**src/priority_job_queue_unit_assert.svh**
```systemverilog
// Assertion macros shared by the priority job queue RTL.
`ifndef PRIORITY_JOB_QUEUE_UNIT_ASSERT_SVH
`define PRIORITY_JOB_QUEUE_UNIT_ASSERT_SVH

// Same-cycle implication, sampled on clk, off while rst_n is low.
`define PJQ_ASSERT_IMP(lbl, ante, cons, msg) \
    lbl: assert property (@(posedge clk) disable iff (!rst_n) (ante) |-> (cons)) \
        else $error(msg);

// Next-cycle implication, sampled on clk, off while rst_n is low.
`define PJQ_ASSERT_NXT(lbl, ante, cons, msg) \
    lbl: assert property (@(posedge clk) disable iff (!rst_n) (ante) |=> (cons)) \
        else $error(msg);

`endif

```
**src/pjq_pkg.sv**
```systemverilog
// Package: sizes, codes and types of the priority job queue.
package pjq_pkg;

    localparam int DEPTH     = 16;
    localparam int PRIO_W    = 8;
    localparam int PAYLOAD_W = 32;
    localparam int IDX_W     = $clog2(DEPTH);
    localparam int CNT_W     = $clog2(DEPTH + 1);

    typedef enum logic [1:0] {
        STATUS_OK        = 2'd0,
        STATUS_FULL      = 2'd1,
        STATUS_ZERO_PRIO = 2'd2,
        STATUS_EMPTY     = 2'd3
    } status_t;

    typedef enum logic {
        CMD_ENQ = 1'b0,
        CMD_DEQ = 1'b1
    } cmd_t;

    typedef enum logic {
        FSM_IDLE,
        FSM_SCAN
    } fsm_t;

    typedef struct packed {
        logic [PRIO_W-1:0]    prio;
        logic [PAYLOAD_W-1:0] payload;
    } job_t;

    typedef struct packed {
        status_t           status;
        logic              out_valid;
        job_t              out_job;
        logic              head_valid;
        job_t              head_job;
        logic [CNT_W-1:0]  job_count;
        logic              is_full;
        logic              is_empty;
    } result_t;

    // Access bundle for the job memory.
    typedef struct packed {
        logic             we;
        logic [IDX_W-1:0] waddr;
        job_t             wdata;
        logic             re;
        logic [IDX_W-1:0] raddr;
    } ram_req_t;

endpackage

```
**src/pjq_req_if.sv**
```systemverilog
// Request channel: command items into the queue.
interface pjq_req_if;
    logic                         valid;
    logic                         ready;
    logic                         cmd;
    logic [pjq_pkg::PRIO_W-1:0]    in_priority;
    logic [pjq_pkg::PAYLOAD_W-1:0] in_payload;

    modport source (output valid, cmd, in_priority, in_payload, input ready);
    modport sink   (input valid, cmd, in_priority, in_payload, output ready);
endinterface

```
**src/pjq_rsp_if.sv**
```systemverilog
// Response channel: result items out of the queue.
interface pjq_rsp_if;
    logic                         valid;
    logic                         ready;
    logic [1:0]                   status;
    logic                         out_valid;
    logic [pjq_pkg::PRIO_W-1:0]    out_priority;
    logic [pjq_pkg::PAYLOAD_W-1:0] out_payload;
    logic                         head_valid;
    logic [pjq_pkg::PRIO_W-1:0]    head_priority;
    logic [pjq_pkg::PAYLOAD_W-1:0] head_payload;
    logic [pjq_pkg::CNT_W-1:0]     job_count;
    logic                         is_full;
    logic                         is_empty;

    modport source (output valid, status, out_valid, out_priority, out_payload,
                    head_valid, head_priority, head_payload, job_count, is_full,
                    is_empty, input ready);
    modport sink   (input valid, status, out_valid, out_priority, out_payload,
                    head_valid, head_priority, head_payload, job_count, is_full,
                    is_empty, output ready);
endinterface

```
**src/pjq_job_ram.sv**
```systemverilog
// Job memory: one write and one registered read per cycle.
module pjq_job_ram (
    input  logic              clk,
    input  pjq_pkg::ram_req_t req,
    output pjq_pkg::job_t     rdata
);
    import pjq_pkg::*;

    job_t mem [DEPTH];

    always_ff @(posedge clk)
    begin
        if (req.we)
        begin
            mem[req.waddr] <= req.wdata;
        end
        if (req.re)
        begin
            rdata <= mem[req.raddr];
        end
    end

endmodule

```
**src/priority_job_queue_unit.sv**
```systemverilog
// Top level: bounded min-first priority job queue over a job memory.
// Enqueue, and dequeue from a queue of at most one job: the result is registered at the
// accepting edge; one item every cycle while the result side keeps up.
// Dequeue from c >= 2 jobs: the result is registered when the close-up scan ends; the scan reads
// one job memory entry per cycle, and no new item is taken until it is done.
// Reset (rst_n low, asynchronous) empties the queue; the job memory is not cleared.
module priority_job_queue_unit (
    input  logic  clk,
    input  logic  rst_n,
    pjq_req_if.sink   req,
    pjq_rsp_if.source rsp
);
    import pjq_pkg::*;

    `include "priority_job_queue_unit_assert.svh"

    // Control state
    fsm_t             state_reg, state_next;
    logic [CNT_W-1:0] count_reg, count_next;
    logic             rsp_valid_reg, rsp_valid_next;
    logic             issuing_reg, issuing_next;
    logic             dvalid_reg, dvalid_next;

    // Datapath state
    job_t             head_reg, head_next;
    logic [IDX_W-1:0] head_idx_reg, head_idx_next;
    result_t          rsp_reg, rsp_next;
    logic [IDX_W-1:0] rm_idx_reg, rm_idx_next;
    logic [IDX_W-1:0] issue_pos_reg, issue_pos_next;
    logic [IDX_W-1:0] last_pos_reg, last_pos_next;
    logic [IDX_W-1:0] dpos_reg, dpos_next;
    job_t             best_reg, best_next;
    logic [IDX_W-1:0] best_pos_reg, best_pos_next;
    job_t             deq_job_reg, deq_job_next;

    // Combinational helpers
    logic             accept;
    logic             is_deq;
    logic             full;
    logic             empty;
    logic             enq_ok;
    logic [IDX_W-1:0] cnt_idx;
    logic [CNT_W-1:0] cnt_minus2;
    job_t             in_job;
    job_t             rd_job;
    logic             last_data;
    logic             scan_take;
    job_t             scan_job;
    logic [IDX_W-1:0] scan_pos;
    ram_req_t         ram_req;

    // Pack one result item; the head reads as zero when the queue ends empty.
    function automatic result_t make_result(status_t st, logic ov, job_t oj,
                                            job_t hj, logic [CNT_W-1:0] cnt);
        result_t r;
        r.status     = st;
        r.out_valid  = ov;
        r.out_job    = ov ? oj : '0;
        r.head_valid = (cnt != '0);
        r.head_job   = (cnt != '0) ? hj : '0;
        r.job_count  = cnt;
        r.is_full    = (cnt == CNT_W'(DEPTH));
        r.is_empty   = (cnt == '0);
        return r;
    endfunction

    assign accept     = req.valid && req.ready;
    assign is_deq     = (cmd_t'(req.cmd) == CMD_DEQ);
    assign full       = (count_reg == CNT_W'(DEPTH));
    assign empty      = (count_reg == '0);
    assign cnt_idx    = count_reg[IDX_W-1:0];
    assign cnt_minus2 = count_reg - CNT_W'(2);
    assign in_job     = '{prio: req.in_priority, payload: req.in_payload};
    assign enq_ok     = accept && !is_deq && !full && (req.in_priority != '0);
    assign last_data  = dvalid_reg && (dpos_reg == last_pos_reg);

    // Running minimum of the scan: strict compare keeps the earliest job on ties.
    assign scan_take = (dpos_reg == '0) || (rd_job.prio < best_reg.prio);
    assign scan_job  = scan_take ? rd_job : best_reg;
    assign scan_pos  = scan_take ? dpos_reg : best_pos_reg;

    pjq_job_ram u_ram (
        .clk   (clk),
        .req   (ram_req),
        .rdata (rd_job)
    );

    // Next state
    always_comb
    begin
        state_next = state_reg;
        case (state_reg)
            FSM_IDLE:
            begin
                if (accept && is_deq && (count_reg > CNT_W'(1)))
                begin
                    state_next = FSM_SCAN;
                end
            end
            FSM_SCAN:
            begin
                if (last_data)
                begin
                    state_next = FSM_IDLE;
                end
            end
            default:
            begin
                state_next = FSM_IDLE;
            end
        endcase
    end

    // Outputs: handshake and memory accesses
    always_comb
    begin
        req.ready     = (state_reg == FSM_IDLE) && (!rsp_valid_reg || rsp.ready);
        ram_req.re    = issuing_reg;
        ram_req.raddr = (issue_pos_reg < rm_idx_reg) ? issue_pos_reg
                                                     : issue_pos_reg + IDX_W'(1);
        if (enq_ok)
        begin
            // Append the new job at the tail.
            ram_req.we    = 1'b1;
            ram_req.waddr = cnt_idx;
            ram_req.wdata = in_job;
        end
        else
        begin
            // Close up: jobs behind the removed one move down by one entry.
            ram_req.we    = dvalid_reg && (dpos_reg >= rm_idx_reg);
            ram_req.waddr = dpos_reg;
            ram_req.wdata = rd_job;
        end
    end

    // Datapath next values
    always_comb
    begin
        count_next     = count_reg;
        rsp_valid_next = rsp_valid_reg && !rsp.ready;
        rsp_next       = rsp_reg;
        issuing_next   = issuing_reg;
        issue_pos_next = issue_pos_reg;
        dvalid_next    = issuing_reg;
        dpos_next      = issue_pos_reg;
        head_next      = head_reg;
        head_idx_next  = head_idx_reg;
        rm_idx_next    = rm_idx_reg;
        last_pos_next  = last_pos_reg;
        best_next      = best_reg;
        best_pos_next  = best_pos_reg;
        deq_job_next   = deq_job_reg;

        // Advance the read pointer of the scan.
        if (issuing_reg)
        begin
            issue_pos_next = issue_pos_reg + IDX_W'(1);
            if (issue_pos_reg == last_pos_reg)
            begin
                issuing_next = 1'b0;
            end
        end

        // Fold each returned job into the running minimum.
        if (dvalid_reg)
        begin
            best_next     = scan_job;
            best_pos_next = scan_pos;
            if (last_data)
            begin
                head_next      = scan_job;
                head_idx_next  = scan_pos;
                rsp_next       = make_result(STATUS_OK, 1'b1, deq_job_reg, scan_job,
                                             count_reg);
                rsp_valid_next = 1'b1;
            end
        end

        if (accept)
        begin
            if (!is_deq)
            begin
                if (full)
                begin
                    rsp_next = make_result(STATUS_FULL, 1'b0, '0, head_reg, count_reg);
                end
                else if (req.in_priority == '0)
                begin
                    rsp_next = make_result(STATUS_ZERO_PRIO, 1'b0, '0, head_reg,
                                           count_reg);
                end
                else
                begin
                    count_next = count_reg + CNT_W'(1);
                    if (empty || (req.in_priority < head_reg.prio))
                    begin
                        head_next     = in_job;
                        head_idx_next = cnt_idx;
                    end
                    rsp_next = make_result(STATUS_OK, 1'b0, '0, head_next, count_next);
                end
                rsp_valid_next = 1'b1;
            end
            else if (empty)
            begin
                rsp_next       = make_result(STATUS_EMPTY, 1'b0, '0, head_reg, count_reg);
                rsp_valid_next = 1'b1;
            end
            else
            begin
                count_next = count_reg - CNT_W'(1);
                if (count_reg == CNT_W'(1))
                begin
                    rsp_next       = make_result(STATUS_OK, 1'b1, head_reg, head_reg,
                                                 count_next);
                    rsp_valid_next = 1'b1;
                end
                else
                begin
                    // Hold the removed job and start the close-up scan.
                    deq_job_next   = head_reg;
                    rm_idx_next    = head_idx_reg;
                    issue_pos_next = '0;
                    issuing_next   = 1'b1;
                    last_pos_next  = cnt_minus2[IDX_W-1:0];
                end
            end
        end
    end

    always_ff @(posedge clk or negedge rst_n)
    begin
        if (!rst_n)
        begin
            state_reg     <= FSM_IDLE;
            count_reg     <= '0;
            rsp_valid_reg <= 1'b0;
            issuing_reg   <= 1'b0;
            dvalid_reg    <= 1'b0;
        end
        else
        begin
            state_reg     <= state_next;
            count_reg     <= count_next;
            rsp_valid_reg <= rsp_valid_next;
            issuing_reg   <= issuing_next;
            dvalid_reg    <= dvalid_next;
        end
    end

    always_ff @(posedge clk)
    begin
        head_reg      <= head_next;
        head_idx_reg  <= head_idx_next;
        rsp_reg       <= rsp_next;
        rm_idx_reg    <= rm_idx_next;
        issue_pos_reg <= issue_pos_next;
        last_pos_reg  <= last_pos_next;
        dpos_reg      <= dpos_next;
        best_reg      <= best_next;
        best_pos_reg  <= best_pos_next;
        deq_job_reg   <= deq_job_next;
    end

    // Drive the result channel from the output register.
    assign rsp.valid         = rsp_valid_reg;
    assign rsp.status        = rsp_reg.status;
    assign rsp.out_valid     = rsp_reg.out_valid;
    assign rsp.out_priority  = rsp_reg.out_job.prio;
    assign rsp.out_payload   = rsp_reg.out_job.payload;
    assign rsp.head_valid    = rsp_reg.head_valid;
    assign rsp.head_priority = rsp_reg.head_job.prio;
    assign rsp.head_payload  = rsp_reg.head_job.payload;
    assign rsp.job_count     = rsp_reg.job_count;
    assign rsp.is_full       = rsp_reg.is_full;
    assign rsp.is_empty      = rsp_reg.is_empty;

    // The close-up never writes the entry it reads in the same cycle.
    `PJQ_ASSERT_IMP(a_no_rw_clash, ram_req.we && ram_req.re, ram_req.waddr != ram_req.raddr, "job memory read and write hit the same entry")
    // A stored enqueue grows the queue by exactly one.
    `PJQ_ASSERT_NXT(a_enq_count, enq_ok, count_reg == $past(count_reg) + 1'b1, "enqueue did not grow the job count")
    // A dequeued job never ranks below the job left at the head.
    `PJQ_ASSERT_IMP(a_deq_order, rsp.valid && rsp.out_valid && rsp.head_valid, rsp.out_priority <= rsp.head_priority, "dequeued job is not the best held job")
    // Head flag agrees with the reported count.
    `PJQ_ASSERT_IMP(a_head_count, rsp.valid, rsp.head_valid == (rsp.job_count != '0), "head flag disagrees with job count")
    // No new item is taken while a close-up scan is running.
    `PJQ_ASSERT_IMP(a_scan_busy, issuing_reg || dvalid_reg, !accept, "item accepted during close-up scan")

endmodule
```
**src/flat_wrapper.sv**
```systemverilog
// flat-port wrapper written by rule: the top's interface ports become plain ports
module priority_job_queue_unit_flat import pjq_pkg::*;
  (clk, rst_n, req_valid, req_cmd, req_in_priority, req_in_payload, req_ready, rsp_valid, rsp_status, rsp_out_valid, rsp_out_priority, rsp_out_payload, rsp_head_valid, rsp_head_priority, rsp_head_payload, rsp_job_count, rsp_is_full, rsp_is_empty, rsp_ready);
  pjq_req_if req_i ();
  pjq_rsp_if rsp_i ();
  input  logic clk;
  input  logic rst_n;
  input wire logic [$bits(req_i.valid)-1:0] req_valid;
  input wire logic [$bits(req_i.cmd)-1:0] req_cmd;
  input wire logic [$bits(req_i.in_priority)-1:0] req_in_priority;
  input wire logic [$bits(req_i.in_payload)-1:0] req_in_payload;
  output wire logic [$bits(req_i.ready)-1:0] req_ready;
  output wire logic [$bits(rsp_i.valid)-1:0] rsp_valid;
  output wire logic [$bits(rsp_i.status)-1:0] rsp_status;
  output wire logic [$bits(rsp_i.out_valid)-1:0] rsp_out_valid;
  output wire logic [$bits(rsp_i.out_priority)-1:0] rsp_out_priority;
  output wire logic [$bits(rsp_i.out_payload)-1:0] rsp_out_payload;
  output wire logic [$bits(rsp_i.head_valid)-1:0] rsp_head_valid;
  output wire logic [$bits(rsp_i.head_priority)-1:0] rsp_head_priority;
  output wire logic [$bits(rsp_i.head_payload)-1:0] rsp_head_payload;
  output wire logic [$bits(rsp_i.job_count)-1:0] rsp_job_count;
  output wire logic [$bits(rsp_i.is_full)-1:0] rsp_is_full;
  output wire logic [$bits(rsp_i.is_empty)-1:0] rsp_is_empty;
  input wire logic [$bits(rsp_i.ready)-1:0] rsp_ready;
  assign req_i.valid = req_valid;
  assign req_i.cmd = req_cmd;
  assign req_i.in_priority = req_in_priority;
  assign req_i.in_payload = req_in_payload;
  assign req_ready = req_i.ready;
  assign rsp_valid = rsp_i.valid;
  assign rsp_status = rsp_i.status;
  assign rsp_out_valid = rsp_i.out_valid;
  assign rsp_out_priority = rsp_i.out_priority;
  assign rsp_out_payload = rsp_i.out_payload;
  assign rsp_head_valid = rsp_i.head_valid;
  assign rsp_head_priority = rsp_i.head_priority;
  assign rsp_head_payload = rsp_i.head_payload;
  assign rsp_job_count = rsp_i.job_count;
  assign rsp_is_full = rsp_i.is_full;
  assign rsp_is_empty = rsp_i.is_empty;
  assign rsp_i.ready = rsp_ready;
  priority_job_queue_unit u_core (.clk(clk), .rst_n(rst_n), .req(req_i), .rsp(rsp_i));
endmodule
```
**config.mk**
```make
export PLATFORM = sky130hd
export DESIGN_NAME = priority_job_queue_unit_flat
export DESIGN_NICKNAME = d
export VERILOG_FILES = /design/src/pjq_pkg.sv /design/src/pjq_req_if.sv /design/src/pjq_rsp_if.sv /design/src/pjq_job_ram.sv /design/src/priority_job_queue_unit.sv /design/src/flat_wrapper.sv
export VERILOG_INCLUDE_DIRS = /design/src /design/src/src
export SDC_FILE = /design/constraint.sdc
export NUM_CORES = 1
export LEC_CHECK = 0
export BUFFER_PORTS_ARGS = -buffer_cell sky130_fd_sc_hd__buf_2
export CORE_AREA = 5 5 359 361
export DETAILED_ROUTE_END_ITERATION = 10
export DIE_AREA = 0 0 364 366
export PLACE_DENSITY = 0.53
export SLEW_MARGIN = 20
export SYNTH_ARGS = -nofsm -noshare
export SYNTH_HDL_FRONTEND = slang
export SYNTH_HIERARCHICAL = 1
export SYNTH_SLANG_ARGS = --single-unit
```
**constraint.sdc**
```tcl
create_clock -name clk -period 5.4 [get_ports clk]
set_input_delay 1.08 -clock clk [delete_from_list [all_inputs] [get_ports clk]]
set_output_delay 1.08 -clock clk [all_outputs]
set_load 0.005 [all_outputs]
```
## After elaboration in Yosys (flattened, before gate mapping)

Memory sizes are Yosys's and may differ from the RTL's. A register that Yosys moved wholly into a read port is not among the register bits.
Index checks and enable logic that the tools add are counted.

| word-level totals | value |
|---|---|
| register bits | 244 |
| memory bits (writable) | 640 |
| input bits | 45 |
| output and inout port bits | 93 |
| word-level logic and storage cells | 133 |
| memories kept | 1 |

Memories:

| name | words | width | read ports | clocked after memory_dff | write ports | line | source |
|---|---|---|---|---|---|---|---|
| u_core.u_ram.mem | 16 | 40 | 1 | 1 | 1 | pjq_job_ram.sv:9 | `job_t mem [DEPTH];` |

| cells by class | value |
|---|---|
| add/sub/neg operators | 4 |
| order comparisons | 5 |
| equality and inequality tests | 9 |
| muxes and demuxes | 56 |
| bitwise operators | 3 |
| reductions and logical operators | 28 |

Operators by type and width:

| operator | count |
|---|---|
| two-way mux 91 bit | 8 |
| two-way mux 40 bit | 12 |
| two-way mux 4 bit | 14 |
| two-way mux 45 bit | 1 |
| two-way mux 5 bit | 4 |
| < comparator 8 bit | 2 |
| two-way mux 1 bit | 16 |
| equality test 5 bit, second input constant | 3 |
| zero test 5 bit | 3 |
| nonzero test 5 bit | 3 |
| logical AND 1 bit | 10 |
| equality test 4 bit | 2 |
| zero test 8 bit | 1 |
| AND reduction 4 bit | 2 |
| nonzero test 8 bit | 1 |
| != test 2 bit, second input constant | 3 |
| adder 5 x 1 -> 5 bit, second input constant | 1 |
| equality test 5 x 1 -> 1 bit, second input constant | 1 |
| > comparator 5 x 1 -> 1 bit, second input constant | 1 |
| subtractor 5 x 1 -> 5 bit, second input constant | 1 |
| adder 4 x 1 -> 4 bit, second input constant | 1 |
| >= comparator 4 bit | 1 |
| zero test 1 bit | 4 |
| zero test 4 bit | 1 |
| other kinds (5) | 9 |

## Longest topological paths before layout

| depth | value |
|---|---|
| word-level depth | 11 |
| depth in mapped cells | 12 |
| depth with buffers taken out | 10 |

## Cells and area by module

Netlist, hierarchy kept.

By module, submodules not included:

| module | instances | cells an instance | area an instance (µm²) | seq. area each (µm²) |
|---|---|---|---|---|
| pjq_job_ram | 1 | 1040 | 25532.0 | 20419.6 |
| priority_job_queue_unit | 1 | 1125 | 11816.3 | 5850.6 |

## Least setup slack after synthesis

Ideal clock, no wire load.

| timing | value |
|---|---|
| path type | in2reg |
| start point | input req_in_priority[0] |
| end point | memory u_core/u_ram/mem[0][0] (netlist bit) (enable) |
| library setup time | 0.487 ns |
| data arrival time | 5.628 ns |
| required time | 4.913 ns |
| slack | -0.715 ns |
| stages | 7 |
| buffers on the path | 1 |
| path through | nor4_2 -> a21boi_4 -> nand2_4 -> buf_2 -> mux2_2 -> or3b_2 -> nor3_1 |

RTL lines:

| what | line | source |
|---|---|---|
| from (decl) | flat_wrapper.sv:10 | `input wire logic [$bits(req_i.in_priority)-1:0] req_in_priority;` |
| to (decl) | pjq_job_ram.sv:9 |  |

==> flow_metrics.tcl <==
set metrics [dict create \
    cp_data_required_time_ns 5.76 \
    p_per_area_nw_per_um2 667 \
    async_flop_share_pct 0.974 \
    yosysWarnings 6 \
    worstSetupEndpointType "flop" \
    post-dp-hpwl_um 61000 \
    hold_class "primary input to async pin" \
    status "finished, final reports clean" \
    fin_skew_ns 0.0183 \
    fin_area_um2 43500 \
    drive_gt1_share_pct 22.2 \
    drc 0 \
    cts_tree "built" \
    die_w_um 364 \
    avgSynthCellArea_um2 17.3 \
    ctsHoldBuffers 0 \
    final.setup.tns_ns 0 \
    routabilityCongestion 0.742 \
    grt_pass1_vias 21526 \
    peakVddDrop_v 0.00128 \
    drtIter0Drc 1995 \
    wl_per_cell_um 24.7 \
    worst_pin_slew_ns 0.984 \
    via_per_inst 5.14 \
    startpoint_type "flop" \
    worstPathCellList "inv_1 > ha_1 > nand4bb_1 > a21boi_4 > nand2_4 > o21ai_1 > nand2_1 > nor2_4 > buf_4" \
    largest_reg_flops 640 \
    grt_first_pass_wirelength_um 147000 \
    fillCellCount 11675 \
    track_usage_pct 14.7 \
    synth_cell_types 74 \
    die_height_um 366 \
    max-clock-path-buffers 3 \
    finalNonFillerCells 4055 \
    htree_levels 3 \
    synth_edf_count 772 \
    clkTransAtPathRegs_ns 0.06 \
    die_area_um2 133000 \
    layout.core_utilization_pct 34.7 \
    hold_viol 0 \
    grt_max_degree 93 \
    slew_violations 0 \
    numCtsBuffers 96 \
    place_inst 3870 \
    leakage_nw 15.1 \
    fmax_mhz 215 \
    area_delta_synth_final_pct 16.4 \
    port_buffers 137 \
    max_stage_delay_ns 0.87 \
    ant_nets 0 \
    largest-register "u_core/u_ram/mem" \
    core_area_um2 125000 \
    cts-resized-gates 0 \
    synthFlopType "edfxtp_1" \
    overflow 0 \
    crit_arrival_ns 5.02 \
    min_period_ns 4.65 \
    syn_nets 2239 \
    layout.nets 2392 \
    rsz0062_at_grt "false" \
    clock_sinks 924 \
    synthCells 2165 \
    worstSkewPairLatency_ns 0.66 \
    cts_setup_buffers 0 \
    vias 20834 \
    rows 130 \
    ys_ff_latch 924 \
    setup_viol 0 \
    wl_um 100000 \
    ys_seq_area_share_pct 70.3 \
    path_max_fanout 15 \
    syn_area_um2 37300 \
    start_util_pct 29.9 \
    r2r_cells 9 \
    post-route-period-util_pct 86.2 \
    io_pins 138 \
    drv_cap 0 \
    antenna_found_initial 10 \
    slowest_stage "o21ai_1" \
    dpl_cell_area_um2 40200 \
    max-slew-margin-rel_pct 33.9 \
    path_class "flop to flop" \
    drt_pass1_iterations 6 \
    cts-root-buf "clkbuf_16" \
]
layout by cell type (no fill, tap or decap), drive strengths merged, types with 29 or more instances in the layout:
cell    instances
nand3          51
mux2           82
buf           193
dfxtp         143
and3           44
mux4          160
edfxtp        772
a22oi          81
ha             29
o21ai          91
nand2         152
inv            30
a221o          80
a31oi          42
mux2i          42
clkbuf        118
clkinv         44
nor2           84
critical path, delay by kind of cell (launching register included):
| family | cells | cell delay (ns) |
|---|---|---|
| and+or+nand+nor | 4 | 1.57 |
| AOI/OAI and AO/OA | 2 | 1.25 |
| DFF | 1 | 0.64 |
| buffers and inverters | 2 | 0.56 |
| adders and majority gates | 1 | 0.32 |
power by group:
part / total (W) / switching [W] / internal, W
logic: 0.0111 / 0.00659 / 0.00449
clock network: 0.00671 / 0.00279 / 0.00391
registers: 0.0112 / 0.000890 / 0.0103
cells in the mapped netlist, types with 11 or more instances:
cell type  count  share of area (%)
buf_2         42               0.56
mux2i_1       42                1.1
mux4_2       100                6.0
a31oi_1       42               0.70
buf_12        11               0.59
inv_1         24               0.24
nand2_1      151                1.5
nor2_1        82               0.82
nor3_1        12               0.16
ha_1          29               0.97
o21ai_1       14               0.19
a21oi_1       17               0.23
and3_1        44               0.74
o22ai_1       13               0.22
nand3_1       50               0.67
a221o_1       80                2.1
mux2_2        49                1.5
a22oi_1       81                1.6
mux2_1        33               0.99
clkbuf_1      70               0.70
edfxtp_1     772                 62
dfxtp_1      143                7.7
xnor2_1       18               0.42
mux4_1        60                4.2
o21ai_0       77                1.0
final timing paths:
path	endpoint	startpoint	slack (ns)
setup / recovery	u_core/u_ram/mem[7][12]	u_core/count_reg[0]	0.75
hold / removal	u_core/count_reg[2]	rst_n	0.28
setup reg to reg	u_core/u_ram/mem[7][12]	u_core/count_reg[0]	0.75
hold reg to reg	u_core/rm_idx_reg[2]	u_core/head_idx_reg[2]	0.44
max in group asynchronous	u_core/dvalid_reg	rst_n	4.90
min in group clk	u_core/rm_idx_reg[2]	u_core/head_idx_reg[2]	0.44
stage by stage:
stage	worst slack (ns)	power (W)	hold slack (ns)
3_3_place_gp	0.748	0.0223	0.417
5_1_grt	0.458	0.0306	0.261
6_report	0.745	0.0290	0.277
4_1_cts	0.738	0.0293	0.235
3_5_place_dp	0.629	0.0225	0.429
2_1_floorplan	0.348	0.0190	0.353
routing by layer:
layer  global-route usage, %  up-vias  routed length (um)
li1                        -     9112                   -
met2                    23.5      710               47000
met5                       0        -                  25
met3                    2.74      151                6070
met4                    4.15        4                2210
met1                    20.4    10857               44900
final cells by class:
cell class,instances,area (um^2),area share [%]
inverters,24,90.1,0.207
clock inverters,64,654,1.51
flip-flops and latches,924,26300,60.4
clock buffers,118,2560,5.88
well taps,1650,2060,4.75
multi-input cells,1079,10500,24.1
repair buffers,193,1360,3.12
diodes,3,7.51,0.0173
cell families (layout without fill, tap and decap cells):
kind of cell | count (synthesis) | count (layout) | synth area share (%)
compound gates | 364 | 364 | 7.14
simple gates | 378 | 378 | 4.73
mux | 284 | 284 | 13.8
buf+inv | 162 | 399 | 2.41
flops | 924 | 924 | 70.3
other cells | 0 | 3 | 0
xor+xnor | 24 | 24 | 0.563
fa+ha+maj | 29 | 29 | 0.972
Power figures use the tool's default switching activity.
